### config.mk
export PLATFORM = sky130hd
export DESIGN_NAME = iwl_merge
export DESIGN_NICKNAME = d
export VERILOG_FILES = /design/src/rtl/iwl_pkg.sv /design/src/rtl/iwl_merge.sv
export SDC_FILE = /design/constraint.sdc
export NUM_CORES = 1
export LEC_CHECK = 0
export BUFFER_PORTS_ARGS = -buffer_cell sky130_fd_sc_hd__buf_2
export CORE_ASPECT_RATIO = 0.8
export CORE_MARGIN = 3
export CORE_UTILIZATION = 33
export CTS_BUF_LIST = sky130_fd_sc_hd__clkbuf_8
export CTS_CLUSTER_SIZE = 8
export DETAILED_ROUTE_END_ITERATION = 8
export GPL_ROUTABILITY_DRIVEN = 0
export GPL_TIMING_DRIVEN = 0
export SLEW_MARGIN = 10
export SYNTH_ARGS = -nofsm -noshare
export SYNTH_HDL_FRONTEND = slang
export SYNTH_SLANG_ARGS = --single-unit
### constraint.sdc
create_clock -name aclk -period 7.3 [get_ports aclk]
set_clock_uncertainty 0.2 [all_clocks]
set_input_delay 1.46 -clock aclk [delete_from_list [all_inputs] [get_ports aclk]]
set_output_delay 1.46 -clock aclk [all_outputs]
set_load 0.05 [all_outputs]
### src/rtl/iwl_pkg.sv
// Shared types and constants of the idle wheel lock PD brake unit.
// No dependencies.
`default_nettype none

package iwl_pkg;

    localparam int NUM_WHEELS   = 4;
    localparam int LANE_STAGES  = 6;
    localparam int POS_W        = 32;
    localparam int ERR_W        = POS_W + 1;
    localparam int GAIN_W       = 16;
    localparam int TLIM_W       = 24;
    localparam int ANGLE_W      = 14;
    localparam int PIVOT_W      = 16;
    localparam int CMD_W        = 35;
    localparam int IN_TDATA_W   = 320;
    localparam int OUT_TDATA_W  = 208;
    localparam int ADDR_W       = 5;

    // pi in Q3.13
    localparam logic signed [PIVOT_W-1:0] PI_Q13 = 16'sd25736;
    // wheel command scale factor
    localparam logic signed [10:0] CMD_SCALE = 11'sd1000;

    typedef enum logic [2:0] {
        REG_LOCK_EN    = 3'd0,
        REG_BRAKE_EN   = 3'd1,
        REG_IDLE_LIMIT = 3'd2,
        REG_KP         = 3'd3,
        REG_KD         = 3'd4,
        REG_TLIM       = 3'd5,
        REG_ANGLE      = 3'd6
    } iwl_reg_t;

    // Per-word status that travels beside the lane pipeline.
    typedef struct packed {
        logic locked;
        logic mode;
    } iwl_flags_t;

    // Control from the top level to every lane.
    typedef struct packed {
        logic [LANE_STAGES-1:0] load;
        logic                   enter;
        logic                   capture;
    } iwl_lane_ctl_t;

endpackage

`default_nettype wire

### src/rtl/iwl_merge.sv
// Output stage: merges the lane commands with the lock status and pivot
// angles into one result word held in the output register. Depends on iwl_pkg.
`default_nettype none

module iwl_merge (
    input  wire logic                                         aclk,
    input  wire logic                                         aresetn,
    input  wire logic                                         in_valid,
    input  wire iwl_pkg::iwl_flags_t                          flags,
    input  wire logic [iwl_pkg::NUM_WHEELS-1:0][iwl_pkg::CMD_W-1:0] commands,
    input  wire logic [iwl_pkg::ANGLE_W-1:0]                  lock_angle,
    output logic                                              ready,
    output logic                                              m_axis_tvalid,
    input  wire logic                                         m_axis_tready,
    // locked[0], pivot_angle_0..3[64:1], wheel_command_0..3[204:65], zero pad
    output logic [iwl_pkg::OUT_TDATA_W-1:0]                   m_axis_tdata,
    // position_mode[0]
    output logic [0:0]                                        m_axis_tuser
);
    import iwl_pkg::*;

    logic                     valid_reg, valid_next;
    logic [OUT_TDATA_W-1:0]   data_reg, data_next;
    logic                     user_reg;
    logic signed [PIVOT_W-1:0] base;
    logic [PIVOT_W-1:0]       piv [NUM_WHEELS];

    assign ready = ~valid_reg | m_axis_tready;
    assign base  = $signed({2'b00, lock_angle});

    // X pattern: pi - base, base, base - pi, -base.
    assign piv[0] = PI_Q13 - base;
    assign piv[1] = base;
    assign piv[2] = base - PI_Q13;
    assign piv[3] = -base;

    always_comb begin
        data_next = '0;
        data_next[0] = flags.locked;
        for (int w = 0; w < NUM_WHEELS; w++) begin
            if (flags.locked) begin
                data_next[1 + w*PIVOT_W +: PIVOT_W] = piv[w];
            end
            if (flags.mode) begin
                data_next[1 + NUM_WHEELS*PIVOT_W + w*CMD_W +: CMD_W] = commands[w];
            end
        end
    end

    assign valid_next = ready ? in_valid : valid_reg;

    always_ff @(posedge aclk) begin
        if (!aresetn) begin
            valid_reg <= 1'b0;
        end else begin
            valid_reg <= valid_next;
        end
    end

    always_ff @(posedge aclk) begin
        if (ready) begin
            data_reg <= data_next;
            user_reg <= flags.mode;
        end
    end

    assign m_axis_tvalid   = valid_reg;
    assign m_axis_tdata    = data_reg;
    assign m_axis_tuser[0] = user_reg;

endmodule

`default_nettype wire

==> summary.md <==
| Metric | Value |
|---|---|
| Pleak | `4.893 nW` |
| Clock power share | `25.9%` |
| Routed WL per cell | `17.02 µm` |
| Met3 Resource Use GR | `5.696%` |
| Yosys cell types | `44` |
| Crit-path max cell delay | `0.51 ns` |
| Critical path depth | `3` |
| Buf/Inv on CP | `2` |
| Peak VDD IR | `0.09822 mV` |
| Design Area, Final | `0.01059 mm²` |
| Clock Tree Buf Depth | `2` |
| Worst skew pair latency | `0.46 ns` |
| Post-synth EDFFs | `196` |
| Syn Inst Count | `524` |
| Router iterations before antenna repair | `4` |
| First-pass GRT wire length | `29.74 mm` |
| Max Slew Vio Count | `0` |
| Initial drt markers | `259` |
| Sum Neg Setup Slack | `0 ns` |
| Cell with the most instances after synthesis | `edfxtp_1` |
| Grt peak-use layer | `met2` |
| Warnings from Yosys | `0` |
| Fin. Hold Viols | `0` |
| Synth cell count leaders | `196 x edfxtp_1, 148 x and2_1, 30 x nor2_1` |
| Power Total | `2.642 mW` |
| GR Layer Usage met2 | `26.37%` |
| Post-CTS Setup Inserts | `0` |
| Fin crit period | `4.115 ns` |
| H-tree depth | `4` |
| Pint | `1.732 mW` |
| Critical path type | `input pin to primary output` |
| Sw Pwr | `0.9099 mW` |
| Power density cells | `249.5 mW/mm²` |
| Synth Area in Simple Gates | `16.19%` |
| CTS tree | `done` |
| Startpoint types | `input pin` |
| Die W | `179.0 µm` |
| Critical Path Sink Type | `primary output` |
| Setup Viol. Count Final | `0` |
| Compound-cell area share of the yosys netlist | `2.295%` |
| HPWL Detailed | `16.01 mm` |
| CP max FO | `42` |
| Top-Level Pins | `371` |
| DR vias | `5337` |
| Register area share after synthesis | `74.71%` |
| GRT Overall Usage | `15.17%` |
| Post-CTS Hold Buffers | `0` |
| Worst-path cell chain | `buf_2 -> nand2b_4 -> buf_2` |
| Hold Path Class | `flop to flop` |
| CP delay by family, top | `simple AND/OR/NAND/NOR gates` |
| # nets final | `1078` |
| Share of total power in sequential cells | `51.6%` |
| Post-Syn Area | `0.007905 mm²` |
| Post-DRT Antenna Nets | `0` |
| Clock sink total | `197` |
| Vias in the first global route | `5215` |
| Mux contribution to synthesized area | `1.282%` |
| CTS clock-pin slew for the worst setup and hold paths | `0.11 ns` |
| CTS resizes | `0` |
| Post-Syn Area per Cell | `15.09 µm²` |
| Sw frac | `34.44%` |
| Max cap viols | `0` |
| Tcrit/Tclk final | `56.37%` |
| Outcome | `complete, no violations` |
| Yosys reg bits | `197` |
| Fillers | `2154` |
| Root buf cell | `clkbuf_8` |
| XOR/XNOR Fraction of Synth Area | `1.662%` |
| Area fraction of the dominant cell type after synthesis | `74.45%` |
| Worst-Margin Slew | `0.7402 ns` |
| Die H | `144.4 µm` |
| Area contributors post-synth | `edfxtp_1 74%, and2_1 12%, xnor2_1 1.4%` |
| Detailed Route WL | `21.00 mm` |
| Congestion Overflow GR | `0` |
| R2R Setup Slk | `5.26 ns` |
| Crit-path most repeated cell | `buf_2` |
| Largest net degree at the start of global routing | `64` |
| Relative slew margins | `50.65%` |
| Core Region | `0.02299 mm²` |
| RSZ-0062 raised after global routing | `false` |
| Post-Layout Cell Count | `1234` |
| Worst setup margin | `3.185 ns` |
| Layout Utilization | `46.06%` |
| Arrival @ worst endpoint | `2.45 ns` |
| Hold Crit Depth | `1` |
| Main combinational cell family by area after synthesis | `simple AND/OR/NAND/NOR gates` |
| Comb pwr share | `22.5%` |
| Worst Reg-to-Reg Cells | `3` |
| Post-Synth Adder-Cell Area | `0.6331%` |
| Ys flop type | `edfxtp_1` |
| Area of the multi-input gates | `0.001774 mm²` |
| Yosys top cell by area | `edfxtp_1` |
| Via density | `4.325` |
| Place WS | `3.177 ns` |
| Starting density of the core | `34.38%` |
| Die area | `0.02586 mm²` |
| DRC violations left | `0` |
| Register Area | `0.005906 mm²` |
| Area post-placement | `0.01021 mm²` |
| Min Hold Slack | `0.8568 ns` |
| Antenna violations before repair | `2` |
| CTS Buf Count | `17` |
| Worst EP required | `5.64 ns` |
| Fmax achieved | `243.0 MHz` |
| Slowest cell on the critical path | `nand2b_4` |
| Site Rows | `49` |
| Area Overhead vs Synth | `33.97%` |
| Share of cells above drive strength 1 | `45.85%` |
| Placed insts | `1201` |
| M1 GR Usage | `17.74%` |
| Ys async rst share | `0%` |
| I/O Buffers | `363` |
## metal layers
| layer | share of wire (%) | vias to the layer above | wire [µm] |
|---|---|---|---|
| met5 | 0.13 | - | 27 |
| met4 | 1.4 | 4 | 293 |
| met3 | 9.3 | 25 | 1948 |
| met2 | 50 | 234 | 10500 |
| met1 | 39 | 2477 | 8233 |
| li1 | - | 2597 | - |
## logic make-up after synthesis
kind of cell	after synthesis
AOI/OAI and AO/OA	28
buffers and inverters	51
and+or+nand+nor	218
other	1
adders and majority gates	4
xor gates and xnor gates	15
DFF	197
muxes	10
## worst paths after layout
check	from	endpoint
worst max register to register	m_axis_tvalid	m_axis_tdata[203]
worst min-delay path	m_axis_tvalid	m_axis_tdata[81]
worst max-delay path	m_axis_tready	ready
worst min register to register	m_axis_tvalid	m_axis_tdata[81]
## cell usage in the layout, fill, tap and decap left out, types with 3 or more instances in the layout
cell,synthesis,layout
clkbuf_8,0,17
clkbuf_1,20,20
o21ai_0,7,7
conb_1,1,6
inv_6,0,4
xnor2_1,13,13
buf_4,13,13
nor3_1,4,4
and2_1,148,148
or2_2,3,3
inv_1,11,12
clkinv_8,0,3
buf_2,3,366
ha_1,4,4
nand2b_1,6,5
mux2i_1,9,9
edfxtp_1,196,196
o211ai_1,5,5
nand2_1,11,11
nor4_1,3,3
a21oi_1,8,8
nor2_1,30,30
## state kept, by name (all words and copies together) (netlist names)
signal / flops
m_axis_tdata: 195
m_axis_tuser: 1
m_axis_tvalid: 1
## power by group through the flow
stage	logic, mW	clock network (mW)	registers (mW)
2_1_floorplan	0.109	0	1.72
6_report	0.594	0.685	1.36
3_3_place_gp	0.592	0	1.40
5_1_grt	0.624	0.753	1.37
3_5_place_dp	0.600	0	1.39
4_1_cts	0.601	0.709	1.36
## final cells by class
class,instances,share of cell area [%]
antenna,1,0.02363
buffer,39,1.949
clock buffer,17,2.209
clock inverter,15,1.394
inverter,12,0.4253
multi-input combinational,281,16.75
sequential,197,55.77
tap,306,3.615
timing repair buffer,366,17.86
(Power assumes the default switching activity.)
