===== src/rtl/iwl_pkg.sv =====
// Shared types and constants of the idle wheel lock PD brake unit.
// No dependencies.
`default_nettype none

package iwl_pkg;

    localparam int NUM_WHEELS   = 4;
    localparam int LANE_STAGES  = 6;
    localparam int POS_W        = 32;
    localparam int ERR_W        = POS_W + 1;
    localparam int GAIN_W       = 16;
    localparam int TLIM_W       = 24;
    localparam int ANGLE_W      = 14;
    localparam int PIVOT_W      = 16;
    localparam int CMD_W        = 35;
    localparam int IN_TDATA_W   = 320;
    localparam int OUT_TDATA_W  = 208;
    localparam int ADDR_W       = 5;

    // pi in Q3.13
    localparam logic signed [PIVOT_W-1:0] PI_Q13 = 16'sd25736;
    // wheel command scale factor
    localparam logic signed [10:0] CMD_SCALE = 11'sd1000;

    typedef enum logic [2:0] {
        REG_LOCK_EN    = 3'd0,
        REG_BRAKE_EN   = 3'd1,
        REG_IDLE_LIMIT = 3'd2,
        REG_KP         = 3'd3,
        REG_KD         = 3'd4,
        REG_TLIM       = 3'd5,
        REG_ANGLE      = 3'd6
    } iwl_reg_t;

    // Per-word status that travels beside the lane pipeline.
    typedef struct packed {
        logic locked;
        logic mode;
    } iwl_flags_t;

    // Control from the top level to every lane.
    typedef struct packed {
        logic [LANE_STAGES-1:0] load;
        logic                   enter;
        logic                   capture;
    } iwl_lane_ctl_t;

endpackage

`default_nettype wire


===== src/rtl/iwl_lane.sv =====
// One wheel lane: captured position, PD torque, clamp, rounding and scale.
// Depends on iwl_pkg.
`default_nettype none

module iwl_lane (
    input  wire logic                                aclk,
    input  wire iwl_pkg::iwl_lane_ctl_t              ctl,
    input  wire logic signed [iwl_pkg::POS_W-1:0]    position,
    input  wire logic signed [iwl_pkg::POS_W-1:0]    velocity,
    input  wire logic [iwl_pkg::GAIN_W-1:0]          kp,
    input  wire logic [iwl_pkg::GAIN_W-1:0]          kd,
    input  wire logic [iwl_pkg::TLIM_W-1:0]          tlim,
    output logic signed [iwl_pkg::CMD_W-1:0]         command
);
    import iwl_pkg::*;

    logic signed [POS_W-1:0]  cap_reg;
    logic signed [ERR_W-1:0]  err_reg, err_next;
    logic signed [POS_W-1:0]  vel_reg;
    logic signed [49:0]       p_reg, p_next;
    logic signed [48:0]       d_reg, d_next;
    logic signed [50:0]       t_reg, t_next;
    logic signed [50:0]       lim_wide;
    logic signed [50:0]       c_wide;
    logic signed [33:0]       c_reg;
    logic signed [33:0]       rnd_sum;
    logic signed [24:0]       r_reg;
    logic signed [35:0]       prod;
    logic signed [CMD_W-1:0]  m_reg;

    // On the first locked tick the captured value is the current position.
    assign err_next = ctl.enter ? '0
                    : $signed({cap_reg[POS_W-1], cap_reg}) - $signed({position[POS_W-1], position});

    assign p_next = $signed({1'b0, kp}) * err_reg;
    assign d_next = $signed({1'b0, kd}) * vel_reg;
    assign t_next = $signed({p_reg[49], p_reg}) - $signed({{2{d_reg[48]}}, d_reg});

    assign lim_wide = $signed({19'd0, tlim, 8'd0});
    always_comb begin
        if (t_reg > lim_wide) begin
            c_wide = lim_wide;
        end else if (t_reg < -lim_wide) begin
            c_wide = -lim_wide;
        end else begin
            c_wide = t_reg;
        end
    end

    // Round half up, dropping 8 fraction bits; the clamp keeps the result in 25 bits.
    assign rnd_sum = c_reg + 34'sd128;
    assign prod    = r_reg * CMD_SCALE;

    always_ff @(posedge aclk) begin
        if (ctl.capture) begin
            cap_reg <= position;
        end
        if (ctl.load[0]) begin
            err_reg <= err_next;
            vel_reg <= velocity;
        end
        if (ctl.load[1]) begin
            p_reg <= p_next;
            d_reg <= d_next;
        end
        if (ctl.load[2]) begin
            t_reg <= t_next;
        end
        if (ctl.load[3]) begin
            c_reg <= c_wide[33:0];
        end
        if (ctl.load[4]) begin
            r_reg <= rnd_sum[32:8];
        end
        if (ctl.load[5]) begin
            m_reg <= prod[CMD_W-1:0];
        end
    end

    assign command = m_reg;

endmodule

`default_nettype wire


===== config.mk =====
export PLATFORM = sky130hd
export DESIGN_NAME = iwl_lane
export DESIGN_NICKNAME = d
export VERILOG_FILES = /design/src/rtl/iwl_pkg.sv /design/src/rtl/iwl_lane.sv
export SDC_FILE = /design/constraint.sdc
export NUM_CORES = 2
export LEC_CHECK = 0
export BUFFER_PORTS_ARGS = -buffer_cell sky130_fd_sc_hd__buf_2
export CAP_MARGIN = 20
export CORE_UTILIZATION = 63
export DETAILED_ROUTE_END_ITERATION = 7
export PLACE_DENSITY = 0.78
export SLEW_MARGIN = 25
export SYNTH_ARGS = -nofsm -noshare
export SYNTH_HDL_FRONTEND = slang
export SYNTH_SLANG_ARGS = --single-unit

===== constraint.sdc =====
create_clock -name aclk -period 8.8 [get_ports aclk]
set_input_delay 0.88 -clock aclk [delete_from_list [all_inputs] [get_ports aclk]]
set_output_delay 0.88 -clock aclk [all_outputs]
set_load 0.01 [all_outputs]

==> flow_summary.yaml <==
die:
  num_rows: 110
  die_h_um: 305
  dieArea_mm2: 0.0930
  ios: 164
  fp.coreArea_mm2: 0.0904
  initial_core_util: 0.639
  die_w_um: 305
worst_setup_path:
  critical_path_required_ps: 9190
  reg2regPathDepth: 24
  crit_path_end_kind: "register"
  worstSetupStartpoint: "vel_reg[5]"
  startpoint_type: "register"
  worstSetupPathType: "register to register"
  crit_fanout: 16
  r2r_start: "vel_reg[5]"
  r2r_slack_ps: 1170
  crit_end: "d_reg[47]"
  critPathArrivalTime_ps: 8020
  r2r-end: "d_reg[47]"
global_routing:
  grt_overflow_total: 0
  grt_use_total: 0.291
  grt_max_degree: 66
  grt_pass1_vias: 43900
  antenna_found_initial: 6
  grt_pass1_wl_mm: 216
detailed_routing:
  wl_per_cell_um: 17.8
  drcViolationCount: 0
  viasPerCell: 5.62
  drt-initial-drc-count: 2367
  wirelength_mm: 129
  final_antenna_net_count: 0
  route.vias.total: 40600
  drt-pass1-iter-count: 6
final_layout:
  syn_to_final_growth_pct: 5.28
  layout.nets: 7709
  largest_reg_flops: 51
  drive_gt1_frac: 0.0433
  fin_area_mm2: 0.0609
sta:
  grt_setup_unrepaired: "no"
  max_freq_mhz: 131
  timing_hold_violations_final: 0
  fin_ws_ps: 1170
  setup_viol: 0
  finalSetupTns_ps: 0
  worst_slew_pin_slew_ps: 941
  finalCritPeriodShare: 0.867
  maxSlewHeadroom: 0.372
  layout_min_cycle_time_ps: 7630
  slew_violations: 0
  clock_skew_ps: 29.4
yosys:
  synth_top_family_by_area: "adder cells"
  syn_inst: 5999
  synth_area_mm2: 0.0578
  synth_compound_area_frac: 0.0715
  yosys.area.top_type_share: 0.377
  synth.largest_area_cell: "fa_1"
  yosys.area_share.simple: 0.131
  synth_area_leaders: "fa_1, edfxtp_1, ha_1, inv_1, nand2_1"
  synth.avg_cell_area_um2: 9.64
  synth-xor-area-share: 0.0371
  yosysWarnings: 0
  synth_edf_count: 330
  ys.flop_type: "edfxtp_1"
  synth.ff_latch_count: 330
  synth.area.mux_share: 0.00312
  yosysUniqueCellTypes: 79
  synth_seq_area_share: 0.171
  synthAdderAreaFrac: 0.479
  synthArstFlopShare: 0
outcome:
  status: "finished clean"
clock_network:
  clock_sinks: 330
  root_buffer: "clkbuf_16"
  clk_latency_ps: 640
  cts.path.max_buffers: 3
  cts_tree: "done"
  numCtsBuffers: 43
  clk_pin_slew_worst_paths_ps: 70
  ctsResizeCount: 0
  htree_levels: 2
  post-cts-setup-buffers: 0
  ctsHoldBuffers: 0
hold_path:
  hold_path_class: "primary input to register"
placement:
  gp_congestion: 0.927
  placed_area_mm2: 0.0594
  dpl.hpwl_mm: 103
  portBuffers: 160
  dpl_worst_slack_ps: 709
job:
  drv_cap: 0
-- through the flow --
| step | hold WS [ps] | util | cells |
|---|---|---|---|
| finish | 412 | 0.673 | 7233 |
| global route | 390 | 0.673 | 7228 |
| CTS | 379 | 0.673 | 7228 |
| detailed placement | 556 | 0.657 | 7149 |
| global placement | 544 | 0.657 | 7149 |
| floorplan | 526 | - | 6001 |
-- area by class of cell --
| cell class | instances | area (µm²) |
|---|---|---|
| diodes | 5 | 12.5 |
| clock buffers | 47 | 1090 |
| clock inverters | 32 | 349 |
| fillers | 7053 | 29600 |
| inverters | 1432 | 5380 |
| multi-input cells | 4041 | 41800 |
| flip-flops and latches | 330 | 9910 |
| well taps | 1176 | 1470 |
| repair buffers | 170 | 883 |
-- logic make-up after synthesis --
group / count (synthesis)
AO/OA/AOI/OAI: 636
XOR/XNOR: 245
adder cells (fa/ha/maj): 1562
buffers and inverters: 1630
flip-flops: 330
multiplexers: 18
other: 1
AND/OR/NAND/NOR: 1577
-- cell usage after synthesis, drive strengths merged, types with 4 or more instances --
cell / n
nor4b: 5
mux2i: 18
or3: 9
o21ai: 118
a311oi: 4
o21bai: 28
a22oi: 11
a21o: 129
o22ai: 10
nand2b: 45
nor2: 143
nor2b: 37
a21oi: 186
a41oi: 9
a21boi: 10
ha: 474
o211ai: 10
nand3: 46
and4: 9
buf: 10
o31ai: 7
o31a: 5
xor2: 72
nand2: 756
or2: 7
and2: 414
and3: 20
fa: 1088
nor3: 38
xnor2: 173
clkbuf: 188
nand4: 33
o21a: 33
edfxtp: 330
a211o: 4
a31oi: 25
a211oi: 17
nor4: 10
inv: 1431
-- critical path, cell delays in order, from the launching register on --
cell and delay (ps):
edfxtp_1 700, and2_1 320, fa_1 540, inv_1 60, fa_1 560, fa_1 440
fa_1 490, inv_1 60, fa_1 530, inv_1 50, fa_1 530, inv_1 40
ha_1 350, and4_1 250, a21oi_1 180, o211ai_1 120, a31oi_1 290, o211ai_1 280
a31oi_1 350, o21ai_0 220, o21ai_1 280, nor2b_1 80, a211oi_1 370, o21ai_1 120
xor2_1 150
-- how the worst min path moves through the flow --
| stage | start | endpoint | slack [ps] | cells past startpoint |
|---|---|---|---|---|
| after floorplan | t_reg[7] | c_reg[7] | 530 | 1 |
| after global placement | c_reg[15] | r_reg[7] | 540 | 1 |
| after detailed placement | c_reg[15] | r_reg[7] | 560 | 1 |
| after CTS | velocity[2] | vel_reg[2] | 380 | 1 |
| after global routing | velocity[17] | vel_reg[17] | 390 | 1 |
| final | velocity[17] | vel_reg[17] | 410 | 1 |
-- cell usage in the layout (no fill, tap or decap), types with 11 or more instances in the layout --
cell       instances
inv_1           1431
fa_1            1088
nand2_1          756
ha_1             474
and2_1           414
edfxtp_1         330
a21oi_1          181
xnor2_1          173
buf_2            157
nor2_1           143
a21o_1           129
o21ai_0           97
xor2_1            72
nand3_1           46
nand2b_1          45
clkbuf_16         43
nor2b_1           37
nor3_1            36
nand4_1           33
o21a_1            33
o21bai_1          28
a31oi_1           24
o21ai_1           21
and3_1            20
mux2i_1           18
a211oi_1          17
buf_4             13
a22oi_1           11
clkinv_1          11
-- routing by layer --
metal / GRT usage / share of wire / wire length, µm
met2: 0.512 / 0.51 / 65800
met4: 0.142 / 0.051 / 6560
met3: 0.0387 / 0.062 / 7920
met5: 0 / 0.00010 / 13
met1: 0.353 / 0.38 / 48300
Power is not shown: default switching activity piles up to over one toggle a cycle in this logic, so the estimate is an artifact.
